[src/hw/rtl/mlk_pkg.sv]
// ============================================================================
// mlk_pkg
// Shared types, codes and the Morse table for the LED keyer.
// ============================================================================
package mlk_pkg;

    // longest code in the table
    localparam int MAX_ELEMENTS = 5;

    // command codes on the input channel
    typedef enum logic [1:0] {
        CMD_CHAR = 2'd0,
        CMD_TICK = 2'd1,
        CMD_END  = 2'd2
    } t_cmd;

    // configuration register indexes
    typedef enum logic [1:0] {
        CFG_DOT  = 2'd0,
        CFG_DASH = 2'd1,
        CFG_GAP  = 2'd2
    } t_cfg_reg;

    // player phases
    typedef enum logic [1:0] {
        PH_IDLE  = 2'd0,
        PH_LIT   = 2'd1,
        PH_GAP   = 2'd2,
        PH_FINAL = 2'd3
    } t_phase;

    // one table entry: bit i set means element i is a dash
    typedef struct packed {
        logic [MAX_ELEMENTS-1:0] bits;
        logic [2:0]              count;
    } t_morse;

    // lookup result handed to the player
    typedef struct packed {
        logic   known;
        t_morse code;
    } t_lookup;

    // a zero register acts as one
    function automatic logic [15:0] at_least_one(input logic [15:0] v);
        return (v == 16'd0) ? 16'd1 : v;
    endfunction

    // table: A-Z at 0..25, digits 0-9 at 26..35
    function automatic t_morse morse_entry(input logic [5:0] idx);
        t_morse e;
        e = '0;
        case (idx)
            6'd0:  e = '{5'd2,  3'd2};
            6'd1:  e = '{5'd1,  3'd4};
            6'd2:  e = '{5'd5,  3'd4};
            6'd3:  e = '{5'd1,  3'd3};
            6'd4:  e = '{5'd0,  3'd1};
            6'd5:  e = '{5'd4,  3'd4};
            6'd6:  e = '{5'd3,  3'd3};
            6'd7:  e = '{5'd0,  3'd4};
            6'd8:  e = '{5'd0,  3'd2};
            6'd9:  e = '{5'd14, 3'd4};
            6'd10: e = '{5'd5,  3'd3};
            6'd11: e = '{5'd2,  3'd4};
            6'd12: e = '{5'd3,  3'd2};
            6'd13: e = '{5'd1,  3'd2};
            6'd14: e = '{5'd7,  3'd3};
            6'd15: e = '{5'd6,  3'd4};
            6'd16: e = '{5'd11, 3'd4};
            6'd17: e = '{5'd2,  3'd3};
            6'd18: e = '{5'd0,  3'd3};
            6'd19: e = '{5'd1,  3'd1};
            6'd20: e = '{5'd4,  3'd3};
            6'd21: e = '{5'd8,  3'd4};
            6'd22: e = '{5'd6,  3'd3};
            6'd23: e = '{5'd9,  3'd4};
            6'd24: e = '{5'd13, 3'd4};
            6'd25: e = '{5'd3,  3'd4};
            6'd26: e = '{5'd31, 3'd5};
            6'd27: e = '{5'd30, 3'd5};
            6'd28: e = '{5'd28, 3'd5};
            6'd29: e = '{5'd24, 3'd5};
            6'd30: e = '{5'd16, 3'd5};
            6'd31: e = '{5'd0,  3'd5};
            6'd32: e = '{5'd1,  3'd5};
            6'd33: e = '{5'd3,  3'd5};
            6'd34: e = '{5'd7,  3'd5};
            6'd35: e = '{5'd15, 3'd5};
            default: e = '0;
        endcase
        return e;
    endfunction

endpackage

[src/hw/rtl/mlk_lookup.sv]
// ============================================================================
// mlk_lookup
// Maps an ASCII code to its Morse pattern and element count.
// ============================================================================
module mlk_lookup
    import mlk_pkg::*;
(
    input  logic [7:0] i_char_code,
    output t_lookup    o_lookup
);

    logic       w_upper;
    logic       w_digit;
    logic [7:0] w_upper_off;
    logic [7:0] w_digit_off;
    logic [5:0] w_idx;

    // classify the character
    assign w_upper     = (i_char_code >= 8'h41) && (i_char_code <= 8'h5A);
    assign w_digit     = (i_char_code >= 8'h30) && (i_char_code <= 8'h39);
    assign w_upper_off = i_char_code - 8'h41;
    assign w_digit_off = i_char_code - 8'h30 + 8'd26;

    // table index
    always_comb begin
        if (w_upper) begin
            w_idx = w_upper_off[5:0];
        end else begin
            w_idx = w_digit_off[5:0];
        end
    end

    // table read, masked off for unknown codes
    always_comb begin
        o_lookup.known = w_upper || w_digit;
        if (w_upper || w_digit) begin
            o_lookup.code = morse_entry(w_idx);
        end else begin
            o_lookup.code = '0;
        end
    end

endmodule

[src/hw/rtl/morse_led_keyer.sv]
// ============================================================================
// morse_led_keyer
// Morse keyer that plays characters on an active-low LED pin, timed by ticks.
// ============================================================================
// The block takes one command per clock cycle while o_ready is high
// (character, tick or end of message) and returns one registered result per
// command, in the cycle after the transfer at the earliest. All state
// advances on the transfer itself: the table lookup and the phase/tick
// counter update sit between the player registers and the result register.
// A result register plus a one-entry skid stage part the two channels, so
// input ready drops only when both hold undelivered results. Configuration
// writes are always ready and take effect at the next phase load.
module morse_led_keyer
    import mlk_pkg::*;
(
    input  logic        i_clk,
    input  logic        i_rst_n,
    // command channel
    input  logic        i_valid,
    output logic        o_ready,
    input  logic [1:0]  i_cmd,
    input  logic [7:0]  i_char_code,
    // result channel
    output logic        o_valid,
    input  logic        i_ready,
    output logic        o_led_level,
    output logic        o_busy_res,
    output logic        o_accepted,
    output logic        o_known_char,
    // configuration channel
    input  logic        i_cfg_valid,
    output logic        o_cfg_ready,
    input  logic [1:0]  i_cfg_index,
    input  logic [15:0] i_cfg_data
);

    typedef struct packed {
        logic led_level;
        logic busy_res;
        logic accepted;
        logic known_char;
    } t_result;

    // configuration registers
    logic [15:0] r_dot_ticks;
    logic [15:0] r_dash_ticks;
    logic [15:0] r_gap_ticks;

    // player state
    t_phase                  r_phase,   n_phase;
    logic [MAX_ELEMENTS-1:0] r_pattern, n_pattern;
    logic [2:0]              r_count,   n_count;
    logic [2:0]              r_index,   n_index;
    logic [15:0]             r_tick,    n_tick;
    logic                    r_pin,     n_pin;

    // result register and skid stage
    t_result r_out,  n_out;
    logic    r_out_valid, n_out_valid;
    t_result r_skid, n_skid;
    logic    r_skid_valid, n_skid_valid;

    t_lookup                 w_lookup;
    t_result                 w_result;
    logic                    w_in_fire;
    logic                    w_out_fire;
    logic                    w_busy;
    logic [15:0]             w_tick_dec;
    logic                    w_tick_done;
    logic [2:0]              w_next_index;
    logic                    w_more;
    logic [MAX_ELEMENTS-1:0] w_next_shift;
    logic                    w_next_dash;
    logic                    w_accepted;
    logic                    w_known;

    // character lookup
    mlk_lookup u_lookup (
        .i_char_code (i_char_code),
        .o_lookup    (w_lookup)
    );

    // handshakes
    assign o_ready     = !r_skid_valid;
    assign o_cfg_ready = 1'b1;
    assign w_in_fire   = i_valid && o_ready;
    assign w_out_fire  = r_out_valid && i_ready;

    // tick and element bookkeeping
    assign w_busy       = (r_phase != PH_IDLE);
    assign w_tick_dec   = r_tick - 16'd1;
    assign w_tick_done  = (w_tick_dec == 16'd0);
    assign w_next_index = r_index + 3'd1;
    assign w_more       = ({1'b0, r_index} + 4'd1) < {1'b0, r_count};
    assign w_next_shift = r_pattern >> w_next_index;
    assign w_next_dash  = w_next_shift[0];

    // next phase
    always_comb begin
        n_phase = r_phase;
        if (w_in_fire) begin
            case (t_cmd'(i_cmd))
                CMD_CHAR: begin
                    if (!w_busy && w_lookup.known && (w_lookup.code.count != 3'd0)) begin
                        n_phase = PH_LIT;
                    end
                end
                CMD_TICK: begin
                    if (w_busy && w_tick_done) begin
                        unique case (r_phase)
                            PH_LIT:   n_phase = PH_GAP;
                            PH_GAP:   n_phase = w_more ? PH_LIT : PH_IDLE;
                            PH_FINAL: n_phase = PH_IDLE;
                            default:  n_phase = r_phase;
                        endcase
                    end
                end
                CMD_END: begin
                    if (!w_busy) begin
                        n_phase = PH_FINAL;
                    end
                end
                default: n_phase = r_phase;
            endcase
        end
    end

    // player datapath and result fields
    always_comb begin
        n_pattern  = r_pattern;
        n_count    = r_count;
        n_index    = r_index;
        n_tick     = r_tick;
        n_pin      = r_pin;
        w_accepted = 1'b0;
        w_known    = 1'b0;
        if (w_in_fire) begin
            case (t_cmd'(i_cmd))
                CMD_CHAR: begin
                    w_known = w_lookup.known;
                    if (!w_busy) begin
                        w_accepted = 1'b1;
                        if (w_lookup.known && (w_lookup.code.count != 3'd0)) begin
                            n_pattern = w_lookup.code.bits;
                            n_count   = w_lookup.code.count;
                            n_index   = 3'd0;
                            n_pin     = 1'b0;
                            n_tick    = at_least_one(w_lookup.code.bits[0] ?
                                                     r_dash_ticks : r_dot_ticks);
                        end
                    end
                end
                CMD_TICK: begin
                    if (w_busy) begin
                        n_tick = w_tick_dec;
                        if (w_tick_done) begin
                            if (r_phase == PH_LIT) begin
                                n_pin  = 1'b1;
                                n_tick = at_least_one(r_gap_ticks);
                            end else if (r_phase == PH_GAP && w_more) begin
                                n_index = w_next_index;
                                n_pin   = 1'b0;
                                n_tick  = at_least_one(w_next_dash ?
                                                       r_dash_ticks : r_dot_ticks);
                            end else begin
                                n_pin = 1'b1;
                            end
                        end
                    end
                end
                CMD_END: begin
                    if (!w_busy) begin
                        w_accepted = 1'b1;
                        n_pin      = 1'b1;
                        n_tick     = at_least_one(r_gap_ticks);
                    end
                end
                default: begin
                    w_accepted = 1'b0;
                end
            endcase
        end
    end

    // result of this transfer
    always_comb begin
        w_result.led_level  = n_pin;
        w_result.busy_res   = (n_phase != PH_IDLE);
        w_result.accepted   = w_accepted;
        w_result.known_char = w_known;
    end

    // result register and skid stage
    always_comb begin
        n_out        = r_out;
        n_out_valid  = r_out_valid;
        n_skid       = r_skid;
        n_skid_valid = r_skid_valid;
        if (w_out_fire) begin
            if (r_skid_valid) begin
                n_out        = r_skid;
                n_skid_valid = 1'b0;
            end else begin
                n_out       = w_result;
                n_out_valid = w_in_fire;
            end
        end else if (w_in_fire) begin
            if (!r_out_valid) begin
                n_out       = w_result;
                n_out_valid = 1'b1;
            end else begin
                n_skid       = w_result;
                n_skid_valid = 1'b1;
            end
        end
    end

    // control registers
    always_ff @(posedge i_clk) begin
        if (!i_rst_n) begin
            r_dot_ticks  <= 16'd250;
            r_dash_ticks <= 16'd1000;
            r_gap_ticks  <= 16'd1000;
            r_phase      <= PH_IDLE;
            r_pattern    <= '0;
            r_count      <= 3'd0;
            r_index      <= 3'd0;
            r_tick       <= 16'd0;
            r_pin        <= 1'b1;
            r_out_valid  <= 1'b0;
            r_skid_valid <= 1'b0;
        end else begin
            if (i_cfg_valid && o_cfg_ready) begin
                case (t_cfg_reg'(i_cfg_index))
                    CFG_DOT:  r_dot_ticks  <= i_cfg_data;
                    CFG_DASH: r_dash_ticks <= i_cfg_data;
                    CFG_GAP:  r_gap_ticks  <= i_cfg_data;
                    default:  r_dot_ticks  <= r_dot_ticks;
                endcase
            end
            r_phase      <= n_phase;
            r_pattern    <= n_pattern;
            r_count      <= n_count;
            r_index      <= n_index;
            r_tick       <= n_tick;
            r_pin        <= n_pin;
            r_out_valid  <= n_out_valid;
            r_skid_valid <= n_skid_valid;
        end
    end

    // result payload, no reset
    always_ff @(posedge i_clk) begin
        r_out  <= n_out;
        r_skid <= n_skid;
    end

    // outputs
    assign o_valid      = r_out_valid;
    assign o_led_level  = r_out.led_level;
    assign o_busy_res   = r_out.busy_res;
    assign o_accepted   = r_out.accepted;
    assign o_known_char = r_out.known_char;

    // skid stage only fills behind a held result
    a_skid_behind_out: assert property (@(posedge i_clk) disable iff (!i_rst_n)
        r_skid_valid |-> r_out_valid)
        else $error("skid stage full while result register empty");

    // pin is lit exactly in the lit phase
    a_pin_phase: assert property (@(posedge i_clk) disable iff (!i_rst_n)
        (r_pin == 1'b0) == (r_phase == PH_LIT))
        else $error("pin level disagrees with phase");

    // a running phase always has ticks left
    a_tick_loaded: assert property (@(posedge i_clk) disable iff (!i_rst_n)
        (r_phase != PH_IDLE) |-> (r_tick != 16'd0))
        else $error("busy with zero ticks left");

    // element index stays inside the character
    a_index_range: assert property (@(posedge i_clk) disable iff (!i_rst_n)
        (r_phase == PH_LIT || r_phase == PH_GAP) |-> (r_index < r_count))
        else $error("element index beyond element count");

    // ticks while idle change nothing
    a_idle_tick: assert property (@(posedge i_clk) disable iff (!i_rst_n)
        (w_in_fire && i_cmd == CMD_TICK && r_phase == PH_IDLE)
        |=> (r_phase == PH_IDLE && r_pin == 1'b1))
        else $error("idle tick started playback");

endmodule

[config.mk]
export PLATFORM = sky130hd
export DESIGN_NAME = morse_led_keyer
export DESIGN_NICKNAME = d
export VERILOG_FILES = /design/src/hw/rtl/mlk_pkg.sv /design/src/hw/rtl/mlk_lookup.sv /design/src/hw/rtl/morse_led_keyer.sv
export SDC_FILE = /design/constraint.sdc
export NUM_CORES = 1
export LEC_CHECK = 0
export BUFFER_PORTS_ARGS = -buffer_cell sky130_fd_sc_hd__buf_2
export CORE_ASPECT_RATIO = 1.25
export CORE_MARGIN = 8
export CORE_UTILIZATION = 30
export DETAILED_ROUTE_END_ITERATION = 10
export GPL_TIMING_DRIVEN = 0
export PLACE_DENSITY_LB_ADDON = 0.3
export SYNTH_ARGS = -nofsm -noshare
export SYNTH_HDL_FRONTEND = slang
export SYNTH_SLANG_ARGS = --single-unit
[constraint.sdc]
create_clock -name i_clk -period 12.4 [get_ports i_clk]
set_clock_uncertainty 0.15 [all_clocks]
set_input_delay 1.24 -clock i_clk [delete_from_list [all_inputs] [get_ports i_clk]]
set_output_delay 1.24 -clock i_clk [all_outputs]
set_load 0.03 [all_outputs]
### Yosys cells after proc, flatten, opt, wreduce, memory -nomap -nowiden

Memories as Yosys holds them, arrays and structs flattened.
Cells that the tools add are included.

* add/subtract/negate cells: 6
* magnitude comparators: 5
* equality and inequality tests: 16
* shift-type cells: 1
* mux-type cells: 50
* bitwise operators: 3
* reductions and logical operators: 36

Operator list (number)
* $mux 16: 12
* $logic_not 16->1: 4
* $pmux 16 s3: 1
* $mux 3: 6
* $mux 1: 17
* $mux 4: 4
* $ne 2x2->1 const B: 8
* $sub 16x1->16 const B: 1
* $pmux 2 s3: 2
* $reduce_and 2->1: 6
* $logic_and 1x1->1: 9
* $eq 2x2->1 const B: 4
* $ge 8x6->1 const B: 1
* $ge 8x7->1 const B: 1
* $le 8x6->1 const B: 1
* $le 8x7->1 const B: 1
* $mux 2: 4
* $mux 8: 1
* $reduce_and 8->1: 1
* $reduce_bool 2->1: 4
* $add 6x5->6 const B: 1
* $eq 2x1->1 const B: 3
* $mux 6: 1
* $pmux 3 s2: 1
* 17 further kinds: 23

* bits in registers: 88
* bits in read-only memories: 512
* input bits: 33
* output and inout bits: 7
* memories kept: 1

Memory list
* (name not given): words 64, bits a word 8, rd ports 1, clocked after memory_dff 0, write ports 0, RTL line mlk_pkg.sv:53 `case (idx)`

### Logic depth before layout (Yosys ltp)

An unclocked memory read counts as a cell.

* depth after elaboration: 14
* depth in mapped cells: 17
* depth with buffers taken out: 15

### By module

Synthesis repeated with hierarchy kept, for this count alone.

* cell total of the unflattened synthesis: 801
* area total of the unflattened synthesis: 6023.3 µm²

By module, submodules not included
* morse_led_keyer: times used 1, cells each 658, area an instance 4977.3 µm²
* mlk_lookup: times used 1, cells each 143, area an instance 1046.0 µm²

### Worst setup path after synthesis

No wires, ideal clock.

* path type: input to register
* start point: input port i_char_code[2]
* end point: register r_tick[4]
* setup time: 0.126 ns
* arrival: 4.487 ns
* slack: 7.637 ns
* stages on the path: 16
* path buffers: 2
* cell sequence: inv_1 -> ha_1 -> nor2b_1 -> o21a_1 -> buf_2 -> nand2_1 -> xnor2_1 -> inv_1 -> ha_1 -> mux2i_1 -> a2111oi_1 -> a311oi_4 -> buf_4 -> and3_1 -> o31ai_1 -> mux2i_1

* longest elaborated chain between the ends: 11
* elaborated cells on any way between the ends: 23
* classes of those cells: 3 x add/sub; 4 x order compare; 1 x eq/ne; 7 x mux; 7 x reduce/logical; 1 x memory

Ends and longest elaborated chain
* start: declaration: RTL line morse_led_keyer.sv:22 `input logic [7:0] i_char_code,`
* $sub 6x6->6, or another cell as far along: RTL line mlk_lookup.sv:22 `assign w_digit_off = i_char_code - 8'h30 + 8'd26;`
* $add 6x5->6 / $logic_and 1x1->1 (equally long branches): RTL line mlk_lookup.sv:22, mlk_lookup.sv:19
* $mux 6: RTL line mlk_lookup.sv:26 `if (w_upper) begin`
* $mem_v2 64x8
* $mux 8: RTL line mlk_lookup.sv:36 `if (w_upper || w_digit) begin`
* $mux 16: RTL line morse_led_keyer.sv:148 `n_tick = at_least_one(w_lookup.code.bits[0] ?`
* $logic_not 16->1: RTL line mlk_pkg.sv:46 `return (v == 16'd0) ? 16'd1 : v;`
* $mux 16: RTL line mlk_pkg.sv:46
* $mux 16: RTL line morse_led_keyer.sv:143 `if (w_lookup.known && (w_lookup.code.count != 3'd0)) begin`
* $mux 16: RTL line morse_led_keyer.sv:141 `if (!w_busy) begin`
* $pmux 16 s3: RTL line morse_led_keyer.sv:138 `case (t_cmd'(i_cmd))`
* end signal: assignment: RTL line morse_led_keyer.sv:245 `r_tick <= n_tick;`
* end: declaration: RTL line morse_led_keyer.sv:54 `logic [15:0] r_tick, n_tick;`

Several ways; a longest one is shown, not always the timed one. The select of a mux whose other input is x is not followed.
A chain may end at the register's enable or synchronous reset.

==> run metrics <==
all-layer global routing usage roughly 16%; Max VDD drop around 0.059 mV; max cap viols 0; top cell type's share of synthesized area between 20% and 30%; Worst R2R Path Depth 12; largest net degree at the start of global routing 18; yosys warns 0; Syn Inst Count ~840; Final Worst Setup Slack 6880 ps; Synth Register Bits 88; clock tree from TritonCTS done; Die Area roughly 0.027 mm2; worst hold margin between 300 and 400 ps; RSZ-0062 raised after global routing false; total grt overflow 0; post-route total power about 0.84 mW; pins over their slew limit 0; Worst Path Required between 10,000 and 15,000 ps; Pre-antenna DRT Iters 6; Sink Count 88; DR iter-0 viols 597; insertion delay to the later sink of the worst-skew pair between 300 and 400 ps; ranking of synthesized cells by area dfxtp_1 25%, nand2_1 9.8%, mux2i_1 5.0%; Net Sw Power 0.284 mW; Compound-Gate Fraction of Synth Area approximately a quarter; XOR/XNOR Fraction of Synth Area approximately 2.0%; min-delay worst type reg2reg; Seq pwr share 37.7%; main combinational cell family by area after synthesis simple AND/OR/NAND/NOR gates; mux contribution to synthesized area ~7.4%; initial cell density of the core a little under a third; num rows 60; Vias roughly 6,500; Setup TNS Final 0 ps; FFs w/ async S/R, synth 0%; Worst Tran Pin Value about 1100 ps; Detail Route Antenna Nets 0; Placement Setup Slack approximately 6500 ps; Via density roughly 5.6; Die H 180 um; Worst Path Max Fanout 10; Resized cells post-CTS 0; Core Area around 0.021 mm2; final net count between 900 and 1,000; CTS Buffer Depth 2; Tmin final 5520 ps; met1 Track Usage GR a little under 20%; # port buffers 36; Logic pwr share a little over a quarter; worst rel slew slack a little under a quarter; global-route wire length before repair 34,800 um; number of buffers created by CTS 9; Critical Path, Cell by Cell buf_2 -> inv_1 -> ha_1 -> nor2b_1 -> o21a_1 -> buf_2 -> nand2_1 -> xnor2_1 -> inv_1 -> ha_1 -> a211oi_1 -> a311oi_1 -> a221o_1 -> a21boi_1 -> a21oi_1 -> o31ai_2; Clk network pwr share between 30% and 40%; CP max-delay cell a21boi_1; crit start category input pin; clock slew at reported path FFs roughly 70 ps; LEAKAGE between 2 and 3 nW; EDFF count, synth 8; io pins 40; Hold Buf Count CTS 0; Synth-to-Final Area Change 13.3%; diode count 0; H-tree levels 3; Cell Area, Synth ~0.0065 mm2; hold wc startpoint r_pattern[4]; hold depth 2; reg-to-reg startpoint r_tick[0]; Die W roughly 150 um; Mean Syn Cell Area just under 8 um2; final std cells w/o fill roughly 1,200; gr busiest metal met2; # Post-CTS Setup Buffers 0; grt met3 use roughly 2.6%; DRC 0; Tcrit/Tclk final 44.5%; switching power as a share of total power between 30% and 40%; Synthesized Nets roughly 900; status complete, no violations; layout cells sized above 1 about an eighth; setup violators final 0; synth unique cells 86; post-synthesis sequential area ratio 28.5%; vias in the first global route 6,231; Hold Vio Cnt, Final 0; initial antenna violation count 0; placed cells around 1,200; simple-gate share of the synthesized area between 20% and 30%; Critical Path End Type register; Adder-Cell Fraction of Synth Area roughly 4.5%; reg2reg setup slack 8090 ps; CP max stage delay about 700 ps; fmax ~180 MHz; hold-critical path endpoint r_pattern[4]; arrival time of the worst setup path 5560 ps; Int Power between 0.5 and 0.6 mW; Top FF cell, synth dfxtp_1; worst setup path class in2reg; R2R Path End o_led_level; routing usage on met2 a little over a quarter; CTS root buffer clkbuf_16; WL final ~22,000 um; Synth area leader dfxtp_1; hpwl dp around 17,000 um; WL/cell between 15 and 20 um; Placer Congestion ~0.94; pwr dens around 110 mW/mm2
==> area by class of cell <==
cell class / instances / area [um2]
buffer: 51 / 233
clock buffer: 10 / 250
clock inverter: 6 / 78.8
fill: 2327 / 14000
inverter: 30 / 113
multi-input combinational: 672 / 4280
sequential: 88 / 1840
tap: 279 / 349
timing repair buffer: 36 / 180
==> cells in the mapped netlist, types with 4 or more instances <==
cell	count
o21ai_0	36
nor3_1	20
nand2_1	168
nor3b_1	6
a21oi_1	59
or3_1	7
o31ai_1	9
or2_2	7
inv_1	28
a211oi_1	10
xor2_1	4
o22ai_1	11
a21o_1	9
a31oi_1	10
a22oi_1	11
a311oi_1	4
o21a_1	4
a221o_1	4
o211ai_1	17
mux2i_1	32
nor2b_1	4
and2_1	6
ha_1	23
a211o_1	5
clkbuf_1	36
buf_2	6
nand3_1	39
nand4_1	6
nor4_1	14
nand2b_1	5
edfxtp_1	8
xnor2_1	11
mux2_2	12
nor2_1	43
and3_1	6
dfxtp_1	80
buf_4	5
==> state kept, by name, summed over array words and instances, names as in the netlist, 2 cells and up <==
name,flops
r_tick,16
r_skid,4
r_phase,2
r_index,3
r_dot_ticks,16
r_count,3
r_gap_ticks,16
r_pattern,5
r_dash_ticks,16
==> per-layer routing <==
| metal | share of wire [%] | vias up | wire [um] |
|---|---|---|---|
| met3 | 4.8 | 56 | 1030 |
| met2 | 47 | 230 | 10200 |
| met4 | 4.0 | 0 | 868 |
| met1 | 44 | 3076 | 9430 |
| li1 | - | 3176 | - |
| met5 | 0 | - | 0 |
==> cell families (layout without fill, tap and decap cells) <==
logic type	Yosys count	in the layout
adders and majority gates	23	23
and+or+nand+nor	351	351
xor gates and xnor gates	15	15
DFF	88	88
buffers and inverters	81	133
other	1	1
muxes	45	45
AOI/OAI and AO/OA	237	237
==> critical path: cells and delay by family <==
kind	cells	cell delay, ps
compound gates	7	2140
xor+xnor	1	590
fa+ha+maj	2	540
buf+inv	4	690
simple gates	2	360
==> through the flow <==
| stage | area [um2] | util [%] |
|---|---|---|
| floorplan | 6470 | - |
| global placement | 7000 | 32.8 |
| detailed placement | 7000 | 32.8 |
| CTS | 7320 | 34.4 |
| global route | 7320 | 34.4 |
| finish | 7320 | 34.4 |
==> placed cells by master, fill, tap and decap left out, types with 5 or more instances in the layout <==
master,count
edfxtp_1,8
a21oi_1,59
nand2_1,168
nand4_1,6
clkbuf_16,10
dfxtp_1,80
nor4_1,14
and2_1,6
nor3_1,20
o22ai_1,11
xnor2_1,11
nor3b_1,6
nand2b_1,5
a21o_1,9
clkbuf_1,36
nand3_1,39
mux2_2,12
buf_4,5
a211oi_1,10
nor2_1,43
ha_1,23
o21ai_0,36
and3_1,6
or2_2,7
or3_1,7
a31oi_1,10
o211ai_1,17
a211o_1,5
a22oi_1,11
o31ai_1,9
buf_2,42
inv_1,28
mux2i_1,32
==> power groups by stage <==
stage,registers (mW),clock network [mW],logic [mW]
global placement,0.320,0,0.214
detailed placement,0.320,0,0.215
global route,0.316,0.317,0.240
floorplan,0.319,0,0.154
finish,0.314,0.302,0.219
CTS,0.314,0.307,0.216
==> worst max path at each step <==
stage                         startpoint     endpoint  slack, ps  cells past startpoint
after global placement    i_char_code[2]    r_tick[2]       6520                     17
final                     i_char_code[2]  o_led_level       6880                     16
after floorplan           i_char_code[2]    r_tick[4]       7640                     16
after CTS                 i_char_code[2]  o_led_level       6920                     16
after detailed placement  i_char_code[2]    r_tick[2]       6540                     17
after global routing      i_char_code[2]  o_led_level       6480                     16
No activity file was read; power rests on OpenSTA's default activity.
